[config.mk]
export PLATFORM = sky130hd
export DESIGN_NAME = sine_taylor_series
export DESIGN_NICKNAME = d
export VERILOG_FILES = /design/src/rtl/core/sts_pkg.sv /design/src/rtl/core/sts_datapath.sv /design/src/rtl/core/sts_controller.sv /design/src/rtl/core/sine_taylor_series.sv
export VERILOG_INCLUDE_DIRS = /design/src /design/src/rtl/core
export SDC_FILE = /design/constraint.sdc
export NUM_CORES = 2
export LEC_CHECK = 0
export BUFFER_PORTS_ARGS = -buffer_cell sky130_fd_sc_hd__buf_2
export CORE_MARGIN = 3
export CORE_UTILIZATION = 29
export CTS_BUF_LIST = sky130_fd_sc_hd__clkbuf_16
export DETAILED_ROUTE_END_ITERATION = 10
export REMOVE_ABC_BUFFERS = 1
export SETUP_SLACK_MARGIN = 0.4
export SLEW_MARGIN = 20
export SYNTH_ARGS = -nofsm -noshare
export SYNTH_HDL_FRONTEND = slang
export SYNTH_SLANG_ARGS = --single-unit
[constraint.sdc]
create_clock -name clk -period 18.47 [get_ports clk]
set_clock_uncertainty 0.05 [all_clocks]
set_input_delay 3.694 -clock clk [delete_from_list [all_inputs] [get_ports clk]]
set_output_delay 3.694 -clock clk [all_outputs]
set_load 0.01 [all_outputs]
[src/rtl/core/sine_taylor_series_macros.svh]
// Assertion macros shared by the sine series block.
// Each macro expects signals named clk and rst in the enclosing scope.
`ifndef SINE_TAYLOR_SERIES_MACROS_SVH
`define SINE_TAYLOR_SERIES_MACROS_SVH

`ifndef SYNTH
`define STS_ASSERT_ALWAYS(lbl, cond, msg) \
  lbl: assert property (@(posedge clk) disable iff (rst) (cond)) else $error(msg);
`define STS_ASSERT_NEXT(lbl, ante, cons, msg) \
  lbl: assert property (@(posedge clk) disable iff (rst) (ante) |=> (cons)) else $error(msg);
`else
`define STS_ASSERT_ALWAYS(lbl, cond, msg)
`define STS_ASSERT_NEXT(lbl, ante, cons, msg)
`endif

`endif

[src/rtl/core/sts_pkg.sv]
package sts_pkg;

  localparam int MAX_TERMS = 16;
  localparam int ANGLE_W   = 32;
  localparam int COUNT_W   = 5;
  localparam int OUT_W     = 32;
  localparam int K_W       = $clog2(MAX_TERMS + 1);
  localparam int T_W       = 34;            // term magnitude, Q.24
  localparam int CHUNK_W   = T_W / 2;       // narrow multiplier operand
  localparam int X2_W      = 32;            // wide multiplier operand
  localparam int MUL_W     = X2_W + CHUNK_W;
  localparam int PROD_W    = 64;
  localparam int NUM_W     = PROD_W - 24;   // dividend width
  localparam int ACC_W     = 40;
  localparam int D_W       = $clog2(2 * MAX_TERMS * (2 * MAX_TERMS + 1) + 1);
  localparam int DIV_BITS  = 8;             // quotient bits per cycle
  localparam int DIV_STEPS = NUM_W / DIV_BITS;
  localparam int DCNT_W    = $clog2(DIV_STEPS);

  localparam logic signed [OUT_W-1:0] OUT_MAX = {1'b0, {(OUT_W-1){1'b1}}};
  localparam logic signed [OUT_W-1:0] OUT_MIN = {1'b1, {(OUT_W-1){1'b0}}};

  typedef enum logic [2:0] {
    S_IDLE,
    S_SQ_LO,
    S_SQ_HI,
    S_ADD,
    S_MUL_LO,
    S_MUL_HI,
    S_DIV,
    S_FINISH
  } state_t;

  typedef struct packed {
    logic load;
    logic sq_lo;
    logic sq_hi;
    logic add_term;
    logic mul_lo;
    logic mul_hi;
    logic div_step;
    logic div_last;
    logic load_out;
  } cmd_t;

  typedef struct packed {
    logic n_zero;
    logic k_last;
    logic out_free;
  } status_t;

endpackage

[src/rtl/core/sts_datapath.sv]
`include "sine_taylor_series_macros.svh"

module sts_datapath (
  input  logic                               clk,
  input  logic                               rst,
  input  sts_pkg::cmd_t                      cmd,
  output sts_pkg::status_t                   status,
  input  logic signed [sts_pkg::ANGLE_W-1:0] angle,
  input  logic [sts_pkg::COUNT_W-1:0]        term_count,
  input  logic                               out_stall,
  output logic                               out_valid,
  output logic signed [sts_pkg::OUT_W-1:0]   sine_value,
  output logic                               saturated
);
  import sts_pkg::*;

  logic                     neg;
  logic [ANGLE_W-1:0]       ax;
  logic [K_W-1:0]           n;
  logic [K_W-1:0]           k;
  logic [T_W-1:0]           t;
  logic [X2_W-1:0]          x2;
  logic [PROD_W-1:0]        prod;
  logic [NUM_W-1:0]         divq;
  logic [D_W-1:0]           rem;
  logic [D_W-1:0]           d;
  logic signed [ACC_W-1:0]  acc;

  logic [X2_W-1:0]          mul_a;
  logic [CHUNK_W-1:0]       mul_b;
  logic [MUL_W-1:0]         mul_p;
  logic [PROD_W-1:0]        mul_sh;
  logic [PROD_W-1:0]        sq_full;
  logic [PROD_W-1:0]        rnd;
  logic [NUM_W-1:0]         divq_next;
  logic [D_W-1:0]           rem_next;
  logic [D_W-1:0]           d_next;
  logic                     minus;
  logic signed [ACC_W-1:0]  tx;
  logic [ANGLE_W-1:0]       a_mag;
  logic                     sat;
  logic signed [OUT_W-1:0]  res;

  // Shared multiplier: wide operand times one half of the narrow operand.
  always_comb begin
    if (cmd.sq_lo || cmd.sq_hi) begin
      mul_a = X2_W'(ax);
      mul_b = cmd.sq_lo ? ax[CHUNK_W-1:0] : CHUNK_W'(ax[ANGLE_W-1:CHUNK_W]);
    end else begin
      mul_a = x2;
      mul_b = cmd.mul_lo ? t[CHUNK_W-1:0] : t[T_W-1:CHUNK_W];
    end
  end

  assign mul_p   = MUL_W'(mul_a) * MUL_W'(mul_b);
  assign mul_sh  = PROD_W'({mul_p, {CHUNK_W{1'b0}}});
  assign sq_full = prod + mul_sh + (PROD_W'(1) << 31);
  // Rounding half of 2^24 and half of the divisor folded into one addend.
  assign rnd     = (PROD_W'(d >> 1) << 24) | (PROD_W'(1) << 23);
  assign d_next  = D_W'({k, 1'b0}) * D_W'({k, 1'b1});
  assign minus   = neg ^ ~k[0];
  assign tx      = $signed({{(ACC_W-T_W){1'b0}}, t});
  assign a_mag   = angle[ANGLE_W-1] ? ANGLE_W'(-angle) : ANGLE_W'(angle);

  // Restoring division, DIV_BITS quotient bits per cycle. The remainder
  // stays below the divisor, so every step is a narrow compare.
  always_comb begin
    logic [D_W:0] r_ext;
    logic [D_W-1:0] r;
    logic [NUM_W-1:0] q;
    r = rem;
    q = divq;
    for (int i = 0; i < DIV_BITS; i++) begin
      r_ext = {r, q[NUM_W-1]};
      q = {q[NUM_W-2:0], 1'b0};
      if (r_ext >= {1'b0, d}) begin
        r_ext = r_ext - {1'b0, d};
        q[0] = 1'b1;
      end
      r = r_ext[D_W-1:0];
    end
    divq_next = q;
    rem_next  = r;
  end

  always_comb begin
    sat = !((&acc[ACC_W-1:OUT_W-1]) || ~|acc[ACC_W-1:OUT_W-1]);
    if (sat) begin
      res = acc[ACC_W-1] ? OUT_MIN : OUT_MAX;
    end else begin
      res = acc[OUT_W-1:0];
    end
  end

  always_ff @(posedge clk) begin
    if (cmd.load) begin
      neg <= angle[ANGLE_W-1];
      ax  <= a_mag;
      if ({1'b0, term_count} > (COUNT_W+1)'(MAX_TERMS)) begin
        n <= K_W'(MAX_TERMS);
      end else begin
        n <= K_W'(term_count);
      end
      k   <= K_W'(1);
      acc <= '0;
    end
    if (cmd.sq_lo) begin
      prod <= PROD_W'(mul_p);
      t    <= T_W'(({1'b0, ax} + (ANGLE_W+1)'(8)) >> 4);
    end
    if (cmd.sq_hi) begin
      x2 <= X2_W'(sq_full >> 32);
    end
    if (cmd.add_term) begin
      acc <= minus ? (acc - tx) : (acc + tx);
      d   <= d_next;
    end
    if (cmd.mul_lo) begin
      prod <= PROD_W'(mul_p) + rnd;
    end
    if (cmd.mul_hi) begin
      divq <= NUM_W'((prod + mul_sh) >> 24);
      rem  <= '0;
    end
    if (cmd.div_step) begin
      divq <= divq_next;
      rem  <= rem_next;
    end
    if (cmd.div_last) begin
      t <= T_W'(divq_next);
      k <= k + K_W'(1);
    end
    if (cmd.load_out) begin
      sine_value <= res;
      saturated  <= sat;
    end
  end

  always_ff @(posedge clk) begin
    if (rst) begin
      out_valid <= 1'b0;
    end else if (cmd.load_out) begin
      out_valid <= 1'b1;
    end else if (!out_stall) begin
      out_valid <= 1'b0;
    end
  end

  assign status.n_zero   = (n == '0);
  assign status.k_last   = (k == n);
  assign status.out_free = !out_valid || !out_stall;

  `STS_ASSERT_ALWAYS(a_k_range, !cmd.add_term || (k != '0 && k <= n), "term index out of range")
  `STS_ASSERT_NEXT(a_rem_below_d, cmd.div_step, rem < d, "remainder not below divisor")
  `STS_ASSERT_ALWAYS(a_sat_limit, !(out_valid && saturated) || sine_value == OUT_MAX || sine_value == OUT_MIN, "clipped value not at a limit")

endmodule

[src/rtl/core/sts_controller.sv]
`include "sine_taylor_series_macros.svh"

module sts_controller (
  input  logic              clk,
  input  logic              rst,
  input  logic              in_valid,
  output logic              in_stall,
  input  sts_pkg::status_t  status,
  output sts_pkg::cmd_t     cmd
);
  import sts_pkg::*;

  state_t             state;
  state_t             state_next;
  logic [DCNT_W-1:0]  cnt;
  logic               cnt_last;

  assign cnt_last = (cnt == DCNT_W'(DIV_STEPS - 1));

  always_ff @(posedge clk) begin
    if (rst) begin
      state <= S_IDLE;
      cnt   <= '0;
    end else begin
      state <= state_next;
      if (state == S_MUL_HI) begin
        cnt <= '0;
      end else if (state == S_DIV) begin
        cnt <= cnt + DCNT_W'(1);
      end
    end
  end

  always_comb begin
    state_next = state;
    unique case (state)
      S_IDLE:   if (in_valid) begin
                  state_next = S_SQ_LO;
                end
      S_SQ_LO:  state_next = S_SQ_HI;
      S_SQ_HI:  state_next = status.n_zero ? S_FINISH : S_ADD;
      S_ADD:    state_next = status.k_last ? S_FINISH : S_MUL_LO;
      S_MUL_LO: state_next = S_MUL_HI;
      S_MUL_HI: state_next = S_DIV;
      S_DIV:    if (cnt_last) begin
                  state_next = S_ADD;
                end
      S_FINISH: if (status.out_free) begin
                  state_next = S_IDLE;
                end
      default:  state_next = S_IDLE;
    endcase
  end

  always_comb begin
    cmd      = '0;
    in_stall = 1'b1;
    unique case (state)
      S_IDLE: begin
        // The input is held off while reset is applied, so no transfer is
        // taken and then dropped.
        in_stall = rst;
        cmd.load = in_valid && !rst;
      end
      S_SQ_LO:  cmd.sq_lo = 1'b1;
      S_SQ_HI:  cmd.sq_hi = 1'b1;
      S_ADD:    cmd.add_term = 1'b1;
      S_MUL_LO: cmd.mul_lo = 1'b1;
      S_MUL_HI: cmd.mul_hi = 1'b1;
      S_DIV: begin
        cmd.div_step = 1'b1;
        cmd.div_last = cnt_last;
      end
      S_FINISH: cmd.load_out = status.out_free;
      default: begin
        cmd      = '0;
        in_stall = 1'b1;
      end
    endcase
  end

  `STS_ASSERT_NEXT(a_accept_start, in_valid && !in_stall, state == S_SQ_LO, "item did not start")
  `STS_ASSERT_ALWAYS(a_cnt_range, state != S_DIV || cnt < DCNT_W'(DIV_STEPS), "bad divide count")
  `STS_ASSERT_ALWAYS(a_cmd_onehot,
    $onehot0({cmd.load, cmd.sq_lo, cmd.sq_hi, cmd.add_term, cmd.mul_lo, cmd.mul_hi,
              cmd.div_step, cmd.load_out}), "datapath commands overlap")

endmodule

[src/rtl/core/sine_taylor_series.sv]
// Sine by partial Maclaurin series in fixed point.
// Input channel: in_valid / in_stall carry angle (signed Q4.28 radians) and
// term_count (number of series terms, clipped to 16). A transfer happens on
// a rising edge with in_valid high and in_stall low.
// Output channel: out_valid / out_stall carry sine_value (signed Q8.24) and
// saturated, which is set when the sum was clipped to the 32-bit range.
// One item is worked on at a time. The result enters the output register as
// the controller returns to idle, and the next input transfer can be taken
// in the cycle after. Each extra term costs two passes of the shared 32 x 17
// multiplier, a full divide on the 8-bit-per-cycle divider and an accumulate
// step; the square of the angle costs two passes.
// The output register holds a finished result while the receiver stalls,
// and the block still takes and works on the next item meanwhile; it only
// waits when a second result is ready and the register is still full.
// Reset (rst, synchronous, active high) empties the output register and
// returns the controller to idle; no item in progress survives it.
module sine_taylor_series (
  input  logic                               clk,
  input  logic                               rst,
  input  logic                               in_valid,
  output logic                               in_stall,
  input  logic signed [sts_pkg::ANGLE_W-1:0] angle,
  input  logic [sts_pkg::COUNT_W-1:0]        term_count,
  output logic                               out_valid,
  input  logic                               out_stall,
  output logic signed [sts_pkg::OUT_W-1:0]   sine_value,
  output logic                               saturated
);
  import sts_pkg::*;

  // Commands from the sequencer and status back from the datapath.
  cmd_t    cmd;
  status_t status;

  // The controller walks through square, accumulate, multiply and divide
  // steps; it takes a new item only when idle.
  sts_controller u_ctrl (
    .clk      (clk),
    .rst      (rst),
    .in_valid (in_valid),
    .in_stall (in_stall),
    .status   (status),
    .cmd      (cmd)
  );

  // The datapath holds the operands, the running term, the accumulator and
  // the output register with its valid flag.
  sts_datapath u_dp (
    .clk        (clk),
    .rst        (rst),
    .cmd        (cmd),
    .status     (status),
    .angle      (angle),
    .term_count (term_count),
    .out_stall  (out_stall),
    .out_valid  (out_valid),
    .sine_value (sine_value),
    .saturated  (saturated)
  );

endmodule
[Yosys cells after proc, flatten, opt, wreduce, memory -nomap -nowiden]
Cells that the tools add are included.
Cells by class
  add/subtract/negate cells: 17
  multipliers: 2
  $lt $le $gt $ge: 9
  equality and inequality tests: 13
  mux-type cells: 53
  bitwise logic cells: 2
  reductions and logical operators: 20
Operators by type and width (count)
  40-bit 2-to-1 mux: 5
  64-bit 2-to-1 mux: 2
  11-bit 2-to-1 mux: 10
  12-bit by 11-bit greater-or-equal comparator with 1-bit output: 8
  32-bit 2-to-1 mux: 3
  11-bit subtractor: 8
  34-bit 2-to-1 mux: 2
  64-bit by 32-bit adder with 64-bit output, second input constant: 1
  64-bit adder: 1
  17-bit 2-to-1 mux: 3
  49-bit by 34-bit adder with 50-bit output: 1
  32-bit by 17-bit multiplier with 49-bit output: 1
  40-bit by 35-bit adder with 40-bit output: 1
  40-bit by 35-bit subtractor with 40-bit output: 1
  32-bit by 4-bit adder with 33-bit output, second input constant: 1
  32-bit negator: 1
  31-bit 2-to-1 mux: 1
  3-bit one-hot mux with 8 select lines: 1
  1-bit 2-to-1 mux: 18
  3-bit == test, second input constant: 5
  3-bit 2-to-1 mux: 4
  5-bit by 6-bit multiplier with 10-bit output: 1
  5-bit 2-to-1 mux: 2
  2-bit nonzero test: 5
  20 further kinds: 30
Storage, ports and cells
  bits in registers: 314
  input port bits: 41
  output and inout port bits: 35
  word-level logic and storage cells: 133

[Depth between registers and ports, before layout]
  depth after elaboration: 17
  mapped depth: 91

[Hierarchy]
Synthesis repeated with hierarchy kept, for this count alone.
Unflattened totals
  cell total of the unflattened synthesis: 4347
  area total of the unflattened synthesis: 39679.3 um2
By module, submodules not included
  sts_datapath: instances 1, cells each 4297, area each 39247.6 um2, seq. area each 8308.0 um2
  sts_controller: instances 1, cells each 50, area each 431.7 um2, seq. area each 120.1 um2

[Worst setup path after synthesis]
OpenSTA, ideal clock, no wires.
  path type: reg2reg
  start: reg u_dp.d[2]
  end: reg u_dp.rem[2] (data pin)
  setup time: 256 ps
  arrival time: 17888 ps
  required time: 18164 ps
  path slack: 277 ps
  stages on the path, launching flop included: 84
  cells stage by stage: edfxtp_1 inv_1 ha_1 nand3b_1 a21oi_2 a2bb2oi_2 or2_1 buf_4 mux2_2 ha_1 a21o_1 or4_1 o22ai_2 o221ai_1 or2_1 buf_4 o21ai_0 inv_1 [48 not listed] a211oi_4 mux2i_4 mux2_2 inv_2 ha_1 nor2b_1 o21ai_0 a21boi_0 o21ai_0 a21boi_0 o21ai_0 a21boi_0 o21ai_0 a21boi_0 a311oi_1 o221ai_4 buf_6 o211a_1
Between the ends
  cells in the longest elaborated chain, start to end: 17
  elaborated cells on any way between the ends: 25
Ends and longest elaborated chain
  start, declared: line sts_datapath.sv:26  | logic [D_W-1:0] d;
  start signal, assigned: line sts_datapath.sv:116  | d <= d_next;
  11-bit subtractor / 12-bit by 11-bit greater-or-equal comparator with 1-bit output (equally long branches): line sts_datapath.sv:77, sts_datapath.sv:76
  11-bit 2-to-1 mux: line sts_datapath.sv:76  | if (r_ext >= {1'b0, d}) begin
  11-bit subtractor / 12-bit by 11-bit greater-or-equal comparator with 1-bit output (equally long branches): line sts_datapath.sv:77, sts_datapath.sv:76
  11-bit 2-to-1 mux: line sts_datapath.sv:76
  11-bit subtractor / 12-bit by 11-bit greater-or-equal comparator with 1-bit output (equally long branches): line sts_datapath.sv:77, sts_datapath.sv:76
  11-bit 2-to-1 mux: line sts_datapath.sv:76
  11-bit subtractor / 12-bit by 11-bit greater-or-equal comparator with 1-bit output (equally long branches): line sts_datapath.sv:77, sts_datapath.sv:76
  11-bit 2-to-1 mux: line sts_datapath.sv:76
  11-bit subtractor / 12-bit by 11-bit greater-or-equal comparator with 1-bit output (equally long branches): line sts_datapath.sv:77, sts_datapath.sv:76
  11-bit 2-to-1 mux: line sts_datapath.sv:76
  11-bit subtractor / 12-bit by 11-bit greater-or-equal comparator with 1-bit output (equally long branches): line sts_datapath.sv:77, sts_datapath.sv:76
  11-bit 2-to-1 mux: line sts_datapath.sv:76
  12-bit by 11-bit greater-or-equal comparator with 1-bit output / 11-bit subtractor (equally long branches): line sts_datapath.sv:76, sts_datapath.sv:77
  11-bit 2-to-1 mux: line sts_datapath.sv:76
  11-bit subtractor / 12-bit by 11-bit greater-or-equal comparator with 1-bit output (equally long branches): line sts_datapath.sv:77, sts_datapath.sv:76
  11-bit 2-to-1 mux (*): line sts_datapath.sv:76
  11-bit 2-to-1 mux (*): line sts_datapath.sv:125  | if (cmd.div_step) begin
  end signal, assigned: line sts_datapath.sv:127  | rem <= rem_next;
  end, declared: line sts_datapath.sv:25  | logic [D_W-1:0] rem;
Every way passes the cells marked *; elsewhere a longest branch is shown, timed or not.
A chain may end at the register's enable or synchronous reset.

[Final worst setup path]
  start: reg u_dp.rem[2]
  end: reg u_dp.rem[9] (data pin)
Between the ends
  cells in the longest elaborated chain, start to end: 17
  elaborated cells on any way between the ends: 25
Ends and longest elaborated chain (line)
  11-bit subtractor / 12-bit by 11-bit greater-or-equal comparator with 1-bit output (equally long branches): sts_datapath.sv:77, sts_datapath.sv:76
  11-bit 2-to-1 mux (*): sts_datapath.sv:76
  11-bit subtractor / 12-bit by 11-bit greater-or-equal comparator with 1-bit output (equally long branches): sts_datapath.sv:77, sts_datapath.sv:76
  11-bit 2-to-1 mux (*): sts_datapath.sv:76
  11-bit subtractor / 12-bit by 11-bit greater-or-equal comparator with 1-bit output (equally long branches): sts_datapath.sv:77, sts_datapath.sv:76
  11-bit 2-to-1 mux (*): sts_datapath.sv:76
  11-bit subtractor / 12-bit by 11-bit greater-or-equal comparator with 1-bit output (equally long branches): sts_datapath.sv:77, sts_datapath.sv:76
  11-bit 2-to-1 mux (*): sts_datapath.sv:76
  11-bit subtractor / 12-bit by 11-bit greater-or-equal comparator with 1-bit output (equally long branches): sts_datapath.sv:77, sts_datapath.sv:76
  11-bit 2-to-1 mux (*): sts_datapath.sv:76
  11-bit subtractor / 12-bit by 11-bit greater-or-equal comparator with 1-bit output (equally long branches): sts_datapath.sv:77, sts_datapath.sv:76
  11-bit 2-to-1 mux (*): sts_datapath.sv:76
  12-bit by 11-bit greater-or-equal comparator with 1-bit output / 11-bit subtractor (equally long branches): sts_datapath.sv:76, sts_datapath.sv:77
  11-bit 2-to-1 mux (*): sts_datapath.sv:76
  11-bit subtractor / 12-bit by 11-bit greater-or-equal comparator with 1-bit output (equally long branches): sts_datapath.sv:77, sts_datapath.sv:76
  11-bit 2-to-1 mux (*): sts_datapath.sv:76
  11-bit 2-to-1 mux (*): sts_datapath.sv:125
Marked as above.

==> impl_results.md <==
* Status: complete, no violations
* Congestion Overflow GR at 0
* Clk_lat worst skew at 580 ps
* Layout Nets at 5367
* Fin. Hold Viols at 0
* TritonCTS Sinks at 283
* EDFF count, synth at 276
* I/O Pins at 76
* FFs w/ async S/R, synth at 0%
* Yosys top cell by area: fa_1
* Worst Hold Class: flop to flop
* All-Layer GR Usage at 17.4%
* DRT Wirelength at 128000 µm
* Largest buffer count on any clock path at 3
* M1 WL at 53800 µm
* Worst Tran Pin Value at 1050 ps
* Crit. End Element: flop
* Gpl congestion at 0.954
* Critical path's slowest cell: or4_1
* Yosys cell types at 95
* Top Layer Used: met4
* Die area at 0.144 mm²
* Synth Flop Type: edfxtp_1
* H-tree levels at 2
* # DRC at 0
* Commonest cells in the netlist: nand2_1, inv_1, fa_1
* DRT antenna net count at 0
* Final Max Tran Viols at 0
* Most used cell, CP: o21ai_1
* Die Ht at 380 µm
* Via count at 32734
* Initial antenna violation count at 3
* Yosys warns at 0
* Util after Layout at 32.4%
* Met3 routed WL at 9160 µm
* Synth area leaders: fa_1, edfxtp_1, ha_1, nand2_1, inv_1
* Largest net degree at the start of global routing at 62
* Crit-path max cell delay at 570 ps
* FMAX at 58.4 MHz
* Placeable Area at 0.138 mm²
* Req. time, crit path at 18710 ps
* Area delta synth->final at 10.3%
* Pre-CTS setup slack at -494 ps
* Syn Inst Count at 4532
* Post-synthesis cell area at 0.0406 mm²
* Crit Path Max Fanout at 14
* Filler cell count at 14433
* DR iter-0 viols at 2629
* Multi-input gate area at 0.0296 mm²
* Hold_buf cts at 0
* Detailed Routing Iterations Pass 1 at 6
* RSZ-0062 raised after global routing: no
* Clock Tree Root: clkbuf_16
* Average size of a mapped cell at 8.96 µm²
* DR vias/cell at 5.08
* Count leader, synth: nand2_1
* Metal2 WL at 59900 µm
* # Max-Cap Violations at 0
* WHS at 468 ps
* Clock-pin slew on the worst setup and hold paths at 60 ps
* Fraction of layout instances using a drive strength above 1 at 8.30%
* Post-synth top area share at 22.9%
* Data arrival, critical path at 17360 ps
* Number of synthesized register bits at 283
* Register area at 0.00843 mm²
* CP Launch Type: flop
* FP Rows at 136
* Die X at 380 µm
* Drt wl/cell at 19.8 µm
* Number of port buffers at 75
* Worst relative slew slack at 29.9%
* Sequential fraction of the synthesis area at 20.8%
* CTS tree: built
* Fin crit share at 92.7%
* CP Class: flop to flop
* Vias in the first global route at 32997
* Setup ws final at 1350 ps
* Total CTS buffers at 35
* Endpoints failing setup at 0
* First-pass GRT wire length at 197000 µm
* Initial Utilization at 29.4%
* Post-layout min period at 17120 ps
* Dpl hpwl at 102000 µm
## timing repair
item | in CTS | in global routing
buffers inserted | 2 | 10
pin swaps | 0 | 9
resized for setup | 14 | 35
setup endpoints to repair | 12 | 12
## final timing paths
kind	slack (ps)	startpoint	to	cells past startpoint
worst max-delay path	1350	u_dp.rem[2]	u_dp.rem[9]	77
worst min-delay path	470	u_dp.divq[30]	u_dp.divq[38]	2
worst max register to register	1350	u_dp.rem[2]	u_dp.rem[9]	77
worst min register to register	470	u_dp.divq[30]	u_dp.divq[38]	2
## cells in the final DEF (no fill, tap or decap), types with 32 or more instances in the layout
master,Yosys,final
nand2_1,659,658
edfxtp_1,276,276
a21o_1,125,125
and2_1,88,88
a21oi_1,194,183
xnor2_1,204,204
fa_1,465,465
clkbuf_16,0,35
nor2b_1,45,45
nand2b_1,47,47
nand4_1,32,32
xor2_1,110,110
inv_1,593,597
ha_1,306,302
mux2i_1,55,52
o21ai_0,188,178
nor3_1,55,55
and3_1,33,32
mux2_2,67,67
buf_4,2,85
buf_2,1,75
nor2_1,329,323
nand3_1,62,62
## through the flow
step / std cells / cell area [µm²] / TNS, ps
floorplan: 4354 / 39900 / 0
global placement: 6368 / 43300 / -2280
detailed placement: 6368 / 43300 / -5570
CTS: 6432 / 44600 / 0
global route: 6443 / 44800 / 0
finish: 6446 / 44800 / 0
## cell families after synthesis
family                   count (synthesis)  synth area share [%]
AO/OA/AOI/OAI                          810                  13.2
XOR/XNOR                               314                  6.78
adder cells (fa/ha/maj)                772                  32.4
buffers and inverters                  772                  7.18
flip-flops                             283                  20.8
multiplexers                           125                  3.34
AND/OR/NAND/NOR                       1456                  16.3
## state kept, by name, indices dropped and copies added, names as in the netlist
register / count
u_dp.neg: 1
u_ctrl.cnt: 3
u_dp.ax: 32
u_dp.d: 10
u_dp.prod: 33
u_ctrl.state: 3
u_dp.n: 5
u_dp.acc: 40
u_dp.rem: 11
u_dp.k: 5
u_dp.saturated: 1
u_dp.x2: 32
u_dp.out_valid: 1
u_dp.sine_value: 32
u_dp.t: 34
u_dp.divq: 40
## worst max-delay path, delay by kind of cell, from the launching register on
family	cells	cell delay, ps
buffers and inverters	5	800
adders and majority gates	8	2470
DFF	1	470
and+or+nand+nor	12	2560
AOI/OAI and AO/OA	43	7900
muxes	9	2630
## cell type report
type,instances,area share (%)
Multi-Input combinational cell,3477,66.0
Sequential cell,283,18.8
Tap cell,1863,5.21
Inverter,594,4.98
Timing Repair Buffer,164,2.42
Clock buffer,35,1.96
Clock inverter,27,0.576
Antenna cell,3,0.0168
## metal layers
layer | vias up | GRT usage (%)
met4 | 0 | 6.25
met1 | 16242 | 23.2
met3 | 210 | 2.04
li1 | 15184 | -
met2 | 1098 | 29.1
met5 | - | 0
Power is left out: the tool's default activity adds up to more than one toggle a clock period on the data nets, which glitch-free logic cannot reach.
